--- src/sv/mtcd_pkg.sv ---
// ----------------------------------------------------------------------------
// mtcd_pkg: shared constants for the minutes to calendar date block
// Calendar constants in minutes and the month length table.
// ----------------------------------------------------------------------------
package mtcd_pkg;

  localparam int unsigned BASE_YEAR_W   = 14;
  localparam int unsigned YEAR_W        = 15;
  localparam int unsigned DAY_W         = 5;
  localparam int unsigned MONTH_W       = 4;
  localparam int unsigned HOUR_W        = 5;
  localparam int unsigned MINUTE_W      = 6;
  localparam int unsigned IN_W          = 32;

  localparam logic [BASE_YEAR_W-1:0] BASE_YEAR_RESET = 14'd2022;

  // One Gregorian 400-year cycle is exactly 146097 days.
  localparam logic [27:0] CYCLE_MINUTES = 28'd210379680;
  localparam logic [19:0] YEAR365_MIN   = 20'd525600;
  localparam logic [19:0] YEAR366_MIN   = 20'd527040;
  localparam logic [10:0] DAY_MIN       = 11'd1440;
  localparam logic [5:0]  HOUR_MIN      = 6'd60;

  localparam logic [8:0]  CYCLE_YEARS   = 9'd400;
  localparam logic [8:0]  LAST_IN_CYCLE = 9'd399;
  localparam logic [MONTH_W-1:0] DECEMBER = 4'd12;
  localparam logic [MONTH_W-1:0] FEBRUARY = 4'd2;

  // Length of a month in minutes; February grows by a day in a leap year.
  function automatic logic [15:0] month_minutes(input logic [MONTH_W-1:0] month,
                                                input logic leap);
    logic [15:0] len;
    case (month)
      4'd1, 4'd3, 4'd5, 4'd7, 4'd8, 4'd10, 4'd12: len = 16'd44640;
      4'd4, 4'd6, 4'd9, 4'd11:                    len = 16'd43200;
      FEBRUARY:                                   len = leap ? 16'd41760 : 16'd40320;
      default:                                    len = 16'd44640;
    endcase
    return len;
  endfunction

endpackage

--- src/sv/minutes_to_calendar_date.sv ---
// ----------------------------------------------------------------------------
// minutes_to_calendar_date: epoch minutes to Gregorian date and time
// The block turns a count of minutes since 00:00 on 1 January of the base
// year into day, month, year, hour and minute under the full Gregorian leap
// rule. One item is worked on at a time by a single compare and subtract unit
// stepped by a small sequencer. For each item it first reduces the base year
// modulo 400, then removes whole 400-year cycles, then single years, then
// months, then days and then hours, and in a last step it hands the result
// to the output register. Of these steps, the year loop through one 400-year
// cycle can run longest; the block takes no new item until it is done. A
// finished result waits in its output register while
// the next item is taken; the last step waits for as long as that register is
// full and not being drained. The base year is written through the cfg_ port,
// which is only ready while the block is idle; a write offered in the same
// cycle as an input item goes first, so the item sees the new base year. The
// base year resets to 2022.
// ----------------------------------------------------------------------------
module minutes_to_calendar_date
  import mtcd_pkg::*;
#(
  parameter int unsigned MINUTE_BITS = 32
) (
  input  logic                   clk,
  input  logic                   rst_n,

  input  logic                   cfg_valid,
  output logic                   cfg_ready,
  input  logic [BASE_YEAR_W-1:0] cfg_base_year,

  input  logic                   in_valid,
  output logic                   in_ready,
  input  logic [IN_W-1:0]        in_elapsed_minutes,

  output logic                   out_valid,
  input  logic                   out_ready,
  output logic [DAY_W-1:0]       out_day_of_month,
  output logic [MONTH_W-1:0]     out_month_number,
  output logic [YEAR_W-1:0]      out_year_number,
  output logic [HOUR_W-1:0]      out_hour_of_day,
  output logic [MINUTE_W-1:0]    out_minute_of_hour
);

  // Only the low MINUTE_BITS of the 32-bit input count, and never more than 32.
  localparam int unsigned EFF_W = (MINUTE_BITS < IN_W) ? MINUTE_BITS : IN_W;
  // The shared unit must also hold the 400-year cycle length.
  localparam int unsigned AW    = (EFF_W > 29) ? EFF_W : 29;

  typedef enum logic [2:0] {
    ST_IDLE,
    ST_MOD,
    ST_CYCLE,
    ST_YEAR,
    ST_MONTH,
    ST_DAY,
    ST_HOUR,
    ST_FIN
  } state_t;

  state_t                 state_r;
  logic [BASE_YEAR_W-1:0] base_year_r;
  logic [AW-1:0]          rem_r;
  logic [BASE_YEAR_W-1:0] mod_r;
  logic [YEAR_W-1:0]      year_r;
  logic [MONTH_W-1:0]     month_r;
  logic [DAY_W-1:0]       day_r;
  logic [HOUR_W-1:0]      hour_r;

  logic                   out_valid_r;
  logic [DAY_W-1:0]       out_day_r;
  logic [MONTH_W-1:0]     out_month_r;
  logic [YEAR_W-1:0]      out_year_r;
  logic [HOUR_W-1:0]      out_hour_r;
  logic [MINUTE_W-1:0]    out_minute_r;

  logic [AW-1:0]          op_a;
  logic [AW-1:0]          op_b;
  logic [AW-1:0]          diff;
  logic                   ge;
  logic                   leap;
  logic [EFF_W-1:0]       in_masked;

  assign in_masked = in_elapsed_minutes[EFF_W-1:0];

  // Once the base year has been reduced, mod_r holds the working year modulo
  // 400, which is all the leap rule needs: a multiple of 400 is leap, and so is
  // any other multiple of four that is not a whole century.
  assign leap = (mod_r == '0) ||
                ((mod_r[1:0] == 2'b00) && (mod_r != 14'd100) &&
                 (mod_r != 14'd200) && (mod_r != 14'd300));

  // Operand selection for the shared unit, one comparison per state.
  always_comb begin
    op_a = rem_r;
    op_b = '0;
    case (state_r)
      ST_MOD: begin
        op_a = AW'(mod_r);
        op_b = AW'(CYCLE_YEARS);
      end
      ST_CYCLE: op_b = AW'(CYCLE_MINUTES);
      ST_YEAR:  op_b = leap ? AW'(YEAR366_MIN) : AW'(YEAR365_MIN);
      ST_MONTH: op_b = AW'(month_minutes(month_r, leap));
      ST_DAY:   op_b = AW'(DAY_MIN);
      ST_HOUR:  op_b = AW'(HOUR_MIN);
      default:  op_b = '0;
    endcase
  end

  mtcd_sub #(
    .WIDTH (AW)
  ) u_sub (
    .op_a (op_a),
    .op_b (op_b),
    .diff (diff),
    .ge   (ge)
  );

  always_ff @(posedge clk) begin
    if (!rst_n) begin
      state_r     <= ST_IDLE;
      out_valid_r <= 1'b0;
      base_year_r <= BASE_YEAR_RESET;
    end else begin
      if (cfg_valid && cfg_ready) begin
        base_year_r <= cfg_base_year;
      end
      // In the last step a drained register is refilled below instead.
      if (out_valid_r && out_ready && (state_r != ST_FIN)) begin
        out_valid_r <= 1'b0;
      end

      case (state_r)
        ST_IDLE: begin
          if (in_valid && in_ready) begin
            rem_r   <= AW'(in_masked);
            mod_r   <= base_year_r;
            year_r  <= YEAR_W'(base_year_r);
            month_r <= 4'd1;
            day_r   <= 5'd1;
            hour_r  <= '0;
            state_r <= ST_MOD;
          end
        end
        ST_MOD: begin
          if (ge) begin
            mod_r <= diff[BASE_YEAR_W-1:0];
          end else begin
            state_r <= ST_CYCLE;
          end
        end
        ST_CYCLE: begin
          // Whole 400-year cycles leave the year modulo 400 unchanged.
          if (ge) begin
            rem_r  <= diff;
            year_r <= year_r + YEAR_W'(CYCLE_YEARS);
          end else begin
            state_r <= ST_YEAR;
          end
        end
        ST_YEAR: begin
          if (ge) begin
            rem_r  <= diff;
            year_r <= year_r + YEAR_W'(1);
            mod_r  <= (mod_r == BASE_YEAR_W'(LAST_IN_CYCLE)) ? '0 :
                      mod_r + BASE_YEAR_W'(1);
          end else begin
            state_r <= ST_MONTH;
          end
        end
        ST_MONTH: begin
          if (ge && (month_r != DECEMBER)) begin
            rem_r   <= diff;
            month_r <= month_r + MONTH_W'(1);
          end else begin
            state_r <= ST_DAY;
          end
        end
        ST_DAY: begin
          if (ge) begin
            rem_r <= diff;
            day_r <= day_r + DAY_W'(1);
          end else begin
            state_r <= ST_HOUR;
          end
        end
        ST_HOUR: begin
          if (ge) begin
            rem_r  <= diff;
            hour_r <= hour_r + HOUR_W'(1);
          end else begin
            state_r <= ST_FIN;
          end
        end
        ST_FIN: begin
          // The output register takes the result once it is empty or emptying.
          if (!out_valid_r || out_ready) begin
            out_valid_r  <= 1'b1;
            out_day_r    <= day_r;
            out_month_r  <= month_r;
            out_year_r   <= year_r;
            out_hour_r   <= hour_r;
            out_minute_r <= rem_r[MINUTE_W-1:0];
            state_r      <= ST_IDLE;
          end
        end
        default: state_r <= ST_IDLE;
      endcase
    end
  end

  assign cfg_ready          = (state_r == ST_IDLE);
  assign in_ready           = (state_r == ST_IDLE) && !cfg_valid;
  assign out_valid          = out_valid_r;
  assign out_day_of_month   = out_day_r;
  assign out_month_number   = out_month_r;
  assign out_year_number    = out_year_r;
  assign out_hour_of_day    = out_hour_r;
  assign out_minute_of_hour = out_minute_r;

  // An accepted item keeps the block busy for at least the next cycle.
  a_busy_after_accept: assert property (@(posedge clk) disable iff (!rst_n)
    (in_valid && in_ready) |=> !in_ready)
    else $error("input taken again straight after an accepted item");

  // A result that is not taken is never dropped.
  a_result_held: assert property (@(posedge clk) disable iff (!rst_n)
    (out_valid && !out_ready) |=> out_valid)
    else $error("pending result lost");

  // The year and month steps see the working year reduced modulo 400.
  a_mod_reduced: assert property (@(posedge clk) disable iff (!rst_n)
    (state_r == ST_YEAR || state_r == ST_MONTH) |-> (mod_r < BASE_YEAR_W'(CYCLE_YEARS)))
    else $error("year modulo 400 out of range");

  // Every delivered month is a real month.
  a_month_range: assert property (@(posedge clk) disable iff (!rst_n)
    out_valid |-> (out_month_number >= 4'd1 && out_month_number <= DECEMBER))
    else $error("month out of range");

endmodule

--- src/sv/mtcd_sub.sv ---
// ----------------------------------------------------------------------------
// mtcd_sub: shared compare and subtract unit
// Gives a - b and whether a is at least b.
// ----------------------------------------------------------------------------
module mtcd_sub #(
  parameter int unsigned WIDTH = 32
) (
  input  logic [WIDTH-1:0] op_a,
  input  logic [WIDTH-1:0] op_b,
  output logic [WIDTH-1:0] diff,
  output logic             ge
);

  logic [WIDTH:0] full;

  // The borrow out of the extended subtraction, inverted, is the compare result.
  assign full = {1'b0, op_a} - {1'b0, op_b};
  assign diff = full[WIDTH-1:0];
  assign ge   = ~full[WIDTH];

endmodule
--- config.mk ---
export PLATFORM = sky130hd
export DESIGN_NAME = minutes_to_calendar_date
export DESIGN_NICKNAME = d
export VERILOG_FILES = /design/src/sv/mtcd_pkg.sv /design/src/sv/minutes_to_calendar_date.sv /design/src/sv/mtcd_sub.sv
export SDC_FILE = /design/constraint.sdc
export NUM_CORES = 1
export LEC_CHECK = 0
export BUFFER_PORTS_ARGS = -buffer_cell sky130_fd_sc_hd__buf_2
export CAP_MARGIN = 40
export CORE_UTILIZATION = 60
export CTS_CLUSTER_DIAMETER = 100
export CTS_CLUSTER_SIZE = 20
export DETAILED_ROUTE_END_ITERATION = 10
export PLACE_DENSITY_LB_ADDON = 0.05
export SLEW_MARGIN = 0
export SYNTH_ARGS = -nofsm -noshare
export SYNTH_HDL_FRONTEND = slang
export SYNTH_SLANG_ARGS = --single-unit
export TNS_END_PERCENT = 100
--- constraint.sdc ---
create_clock -name clk -period 14.77 [get_ports clk]
set_input_delay 1.477 -clock clk [delete_from_list [all_inputs] [get_ports clk]]
set_output_delay 1.477 -clock clk [all_outputs]
set_load 0.01 [all_outputs]
## Word level (Yosys, flattened, before mapping)

Cells that the tools add are included.

| storage, ports and cells | value |
|---|---|
| bits in registers | 128 |
| input port bits | 51 |
| logic and storage cells | 126 |

| operators by class | value |
|---|---|
| $add $sub $neg | 7 |
| equality and inequality tests | 33 |
| muxes and demuxes | 39 |
| bitwise logic cells | 1 |
| reduce and logical (&&, ||, !) cells | 32 |

Operator list:

| cell | count |
|---|---|
| 28-bit one-hot mux with 6 select lines | 1 |
| 32-bit two-way mux | 4 |
| 32-bit one-hot mux with 3 select lines | 1 |
| 14-bit two-way mux | 5 |
| 15-bit two-way mux | 3 |
| 15-bit one-hot mux with 3 select lines | 1 |
| 14-bit one-hot mux with 3 select lines | 1 |
| 32-bit by 28-bit subtractor with 33-bit output | 1 |
| 14-bit one-hot mux with 2 select lines | 1 |
| 3-bit two-way mux | 8 |
| 3-bit one-hot mux with 8 select lines | 1 |
| 5-bit two-way mux | 4 |
| 5-bit one-hot mux with 2 select lines | 2 |
| 2-bit != test (second input constant) | 9 |
| 15-bit by 1-bit adder with 15-bit output (second input constant) | 1 |
| 15-bit by 9-bit adder with 15-bit output (second input constant) | 1 |
| 5-bit AND reduction | 3 |
| 14-bit by 1-bit adder with 14-bit output (second input constant) | 1 |
| 14-bit by 9-bit equality test with 1-bit output (second input constant) | 1 |
| 14-bit logical NOT | 1 |
| 14-bit by 7-bit != test with 1-bit output (second input constant) | 1 |
| 14-bit by 8-bit != test with 1-bit output (second input constant) | 1 |
| 14-bit by 9-bit != test with 1-bit output (second input constant) | 1 |
| 3-bit equality test (second input constant) | 4 |
| 26 further kinds | 55 |

## Depth between registers and ports, before layout

| depth | value |
|---|---|
| word-level depth | 13 |
| mapped depth | 17 |
| depth with buffers taken out | 17 |

## Modules after synthesis

From an unflattened synthesis, not the netlist that was laid out.

| unflattened totals | value |
|---|---|
| cells, all modules | 886 |
| area total of the unflattened synthesis | 8,699.6 um^2 |

Modules (own cells, without submodules):

| module | instances | cells each | area an instance (um^2) | sequential area each (um^2) |
|---|---|---|---|---|
| minutes_to_calendar_date | 1 | 580 | 6,720.2 | 3,663.5 |
| mtcd_sub | 1 | 306 | 1,979.4 | 0.0 |

## Worst setup path before layout

OpenSTA, ideal clock, no wires.

| path | value |
|---|---|
| path kind | reg-to-reg |
| start point | register state_r[2] |
| end point | register rem_r[0] (enable) |
| arrival | 5.756 ns |
| setup slack | 8.544 ns |
| cell stages (with the launch flop) | 17 |
| cells stage by stage | dfxtp_1 > buf_6 > or3b_1 > buf_6 > clkbuf_1 > buf_2 > buf_1 > nand2_1 > nand2_1 > ha_1 > a21o_1 > a221oi_1 > o21ai_0 > o21bai_4 > o211ai_4 > a21oi_1 > a211oi_1 |

| on the way | value |
|---|---|
| cells in the longest elaborated chain, start to end | 7 |

Ends and longest elaborated chain:

| element | RTL line | text |
|---|---|---|
| start: declaration | minutes_to_calendar_date.sv:59 | `state_t state_r;` |
| start signal: assignment | minutes_to_calendar_date.sv:120 | `state_r <= ST_IDLE;` |
| start signal: assignment | minutes_to_calendar_date.sv:141 | `state_r <= ST_MOD;` |
| start signal: assignment | minutes_to_calendar_date.sv:148 | `state_r <= ST_CYCLE;` |
| 3-bit equality test, or another cell as far along | minutes_to_calendar_date.sv:95, minutes_to_calendar_date.sv:132 |  |
| 28-bit one-hot mux with 6 select lines / 32-bit two-way mux (equally long branches) | minutes_to_calendar_date.sv:95 | `case (state_r)` |
| 32-bit by 28-bit subtractor with 33-bit output | mtcd_sub.sv:17 | `assign full = {1'b0, op_a} - {1'b0, op_b};` |
| 1-bit NOT | mtcd_sub.sv:19 | `assign ge = ~full[WIDTH];` |
| 1-bit logical AND | minutes_to_calendar_date.sv:171 | `if (ge && (month_r != DECEMBER)) begin` |
| 2-bit != test (no source line) | -- |  |
| 5-bit AND reduction (no source line) (*) | -- |  |
| end signal: assignment | minutes_to_calendar_date.sv:172 | `rem_r <= diff;` |
| end signal: assignment | minutes_to_calendar_date.sv:180 | `rem_r <= diff;` |
| end signal: assignment | minutes_to_calendar_date.sv:188 | `rem_r <= diff;` |
| end: declaration | minutes_to_calendar_date.sv:61 | `logic [AW-1:0] rem_r;` |

Mark *: on every way between the ends. The rest lies on a longest branch, timed or not.
A chain may end at the register's enable or synchronous reset.

## Final worst setup path

| path | value |
|---|---|
| start point | register state_r[1] |
| end point | register rem_r[10] (enable) |

The elaborated chain is that of the path after synthesis.

==> impl_metrics.ini <==
[status]
status = finished, final reports clean

[power]
seqPwrFrac_pct = 40.1
power.switching_uw = 315
ir_worst_vdd_mv = 0.0703
totalPowerFinal_uw = 1100
comb_power_share_pct = 19.9
swShare_pct = 28.6
p_leak_uw = 0.00346
p_int_uw = 785
clkPwrFrac_pct = 39.9
cellPowerDensity_nw_per_um2 = 125

[sta]
rsz0062_at_grt = no
slew_headroom_pct = 41.4
slew_violations = 0
tns_ns = 0
fmax_mhz = 179
fin_crit_sh_pct = 37.9
fin_skew_ns = 0.00381
finalWorstSetupSlack_ns = 9.17
hold_viol_final = 0
layout_min_cycle_time_ns = 5.60
setup_viol = 0
worst_pin_slew_ns = 0.870

[clock_network]
htreeDepth = 4
clkTransAtPathRegs_ns = 0.06
cts_setup_buffers = 0
clk_latency_ns = 0.42
cts_hold_buffers = 0
ctsRootBufferMaster = clkbuf_16
postCtsResizedCells = 0
clock_path_buffers = 2
cts-buffers-inserted = 17
tritoncts = yes
cts_sinks = 128

[synthesis]
asyncSetResetFlopFracSynth_pct = 0
synth_area_um2 = 7570
synth_top_cell_area_share_pct = 43.6
synth_most_common_cell = nand2_1
synth_nets = 873
synth_cell_types = 68
synth_top_area_cell = edfxtp_1
synth_edf_count = 110
ys_ff_latch = 128
ys.flop_type = edfxtp_1
yosys_warnings = 0
synthCells = 793
synth_area_leaders = edfxtp_1 44%, nand2_1 7.8%, dfxtp_1 4.8%
synth_common_cells = 158 x nand2_1, 110 x edfxtp_1, 56 x nor2_1
avgSynthCellArea_um2 = 9.54
seq_area_frac_synth_pct = 48.4

[detailed_routing]
vias = 6305
dr.first_iter.drc_count = 779
ant_nets = 0
dr.pass1.iters = 6
wl_per_cell_um = 17.2
viasPerCell = 5.99
drc = 0
wl_mm = 18.1

[finish]
diodes = 0
drive_above_1_share_pct = 16.7
final_nets = 952
seq_area_um2 = 3660
fill_cells = 932
multi_input_area_um2 = 3690
syn2layout_area_growth_pct = 16.4

[worst_setup_path]
max_stage_delay_ns = 0.73
rr_startpoint = state_r[1]$_SDFFE_PN0P_
crit_type = flop to flop
crit_required_ns = 14.84
cp-start-kind = flop
crit_arrival_ns = 5.67
reg2reg_slack_ns = 9.17
worstPathCellList = nor2b_1 > clkinv_1 > nor2_1 > a211oi_1 > ha_1 > and3_1 > a221oi_1 > o21ai_0 > o21bai_4 > o211ai_4 > a21oi_1 > a211oi_4 > buf_4
timing.rr.end = rem_r[10]$_DFFE_PP_
path_max_fanout = 32
worstSetupEndpointType = flop
cp_slowest_cell = o21ai_0
r2r_cells = 13

[die]
rows = 40
die-area_um2 = 13100
core_um2 = 12200
initial_core_util_pct = 62.2
ios = 89
die_h_um = 114
die_w_um = 114

[global_routing]
grt_max_degree = 49
grt_pass1_wl_mm = 28.4
gr-usage-all-layers_pct = 28.6
grt_pass1_vias = 5717
overflow = 0
antenna_found_initial = 0

[placed_design]
io_buffers = 88
post-place-ws_ns = 9.28
gp_congestion = 0.876
dp_hpwl_mm = 12.9

[worst_hold_path]
holdCritStartpoint = rem_r[5]$_DFFE_PP_
holdPathEnd = out_minute_of_hour[5]$_DFFE_PP_
holdPathStages = 0
worst_hold_path_type = flop to flop

[job]
drv_cap = 0
cell usage in the layout, fill, tap and decap left out, drive strengths merged, types with 6 or more instances in the layout:
cell type  count
clkinv         7
a31oi          8
xnor2         19
and3          13
buf           98
xor2          24
a221o         10
a21boi         8
and2          11
o21ai         51
nand2        158
edfxtp       110
a211oi        12
o211ai        10
nand2b         6
ha            28
nor3          14
a21o          10
inv           25
dfxtp         18
nor2          56
a21oi         34
nand3         38
o31ai         10
o21a           6
clkbuf        18
area by class of cell:
cell class	instances	share of cell area [%]
Inverter	25	1.07
Clock inverter	14	2.13
Tap cell	168	2.39
Timing Repair Buffer	98	6.08
Sequential cell	128	41.6
Clock buffer	18	4.87
Multi-Input combinational cell	602	41.9
cells by family (layout without fill, tap and decap cells):
logic type,Yosys count,after routing,synth area share (%)
AO/OA/AOI/OAI,196,196,18.1
XOR/XNOR,43,43,4.98
adder cells (fa/ha/maj),29,29,4.89
buffers and inverters,63,155,3.34
flip-flops,128,128,48.4
multiplexers,5,5,0.678
AND/OR/NAND/NOR,329,329,19.6
power by group through the flow:
| stage | logic, µW | clock network, µW | registers [µW] |
|---|---|---|---|
| after global routing | 241 | 456 | 443 |
| after global placement | 207 | 0 | 448 |
| after CTS | 217 | 441 | 440 |
| after detailed placement | 214 | 0 | 447 |
| after floorplan | 162 | 0 | 439 |
| final | 219 | 439 | 441 |
flip-flops by register name, indices dropped and copies added, names as in the netlist:
name / cells
out_hour_of_day: 5
out_year_number: 15
state_r: 3
out_minute_of_hour: 6
out_day_of_month: 5
out_month_number: 4
month_r: 4
out_valid: 1
rem_r: 32
year_r: 15
mod_r: 14
hour_r: 5
day_r: 5
base_year_r: 14
critical path, delay by kind of cell (launching register included):
kind / cells / cell delay, ns
compound gates: 7 / 1.97
buf+inv: 2 / 1.12
simple gates: 3 / 1.09
flops: 1 / 0.70
fa+ha+maj: 1 / 0.36
stage by stage:
step | instance area (µm²) | utilization, % | cells | hold WS, ns
finish | 8810 | 72.4 | 1053 | 0.459
global route | 8810 | 72.4 | 1053 | 0.469
CTS | 8810 | 72.4 | 1053 | 0.458
detailed placement | 8190 | 67.4 | 1021 | 0.444
global placement | 8160 | 67.1 | 1019 | 0.438
floorplan | 7570 | - | 793 | 0.426
per-layer routing:
layer  global-route usage, %  share of wire [%]  up-vias
met5                       0                  0        -
met4                    11.0                2.5        0
met3                    6.19                7.7       46
met2                    46.9                 48      293
met1                    37.1                 42     2904
li1                        -                  -     3062
worst max-delay path by stage:
stage          slack [ns]                    start                   to
2_1_floorplan        8.54  state_r[2]$_SDFFE_PN0P_   rem_r[0]$_DFFE_PP_
6_report             9.17  state_r[1]$_SDFFE_PN0P_  rem_r[10]$_DFFE_PP_
3_5_place_dp         9.28  state_r[1]$_SDFFE_PN0P_   rem_r[8]$_DFFE_PP_
3_3_place_gp         9.56  state_r[1]$_SDFFE_PN0P_  rem_r[13]$_DFFE_PP_
5_1_grt              8.79  state_r[1]$_SDFFE_PN0P_  rem_r[10]$_DFFE_PP_
4_1_cts              9.26  state_r[1]$_SDFFE_PN0P_  rem_r[10]$_DFFE_PP_
No activity file was read; power rests on OpenSTA's default activity.
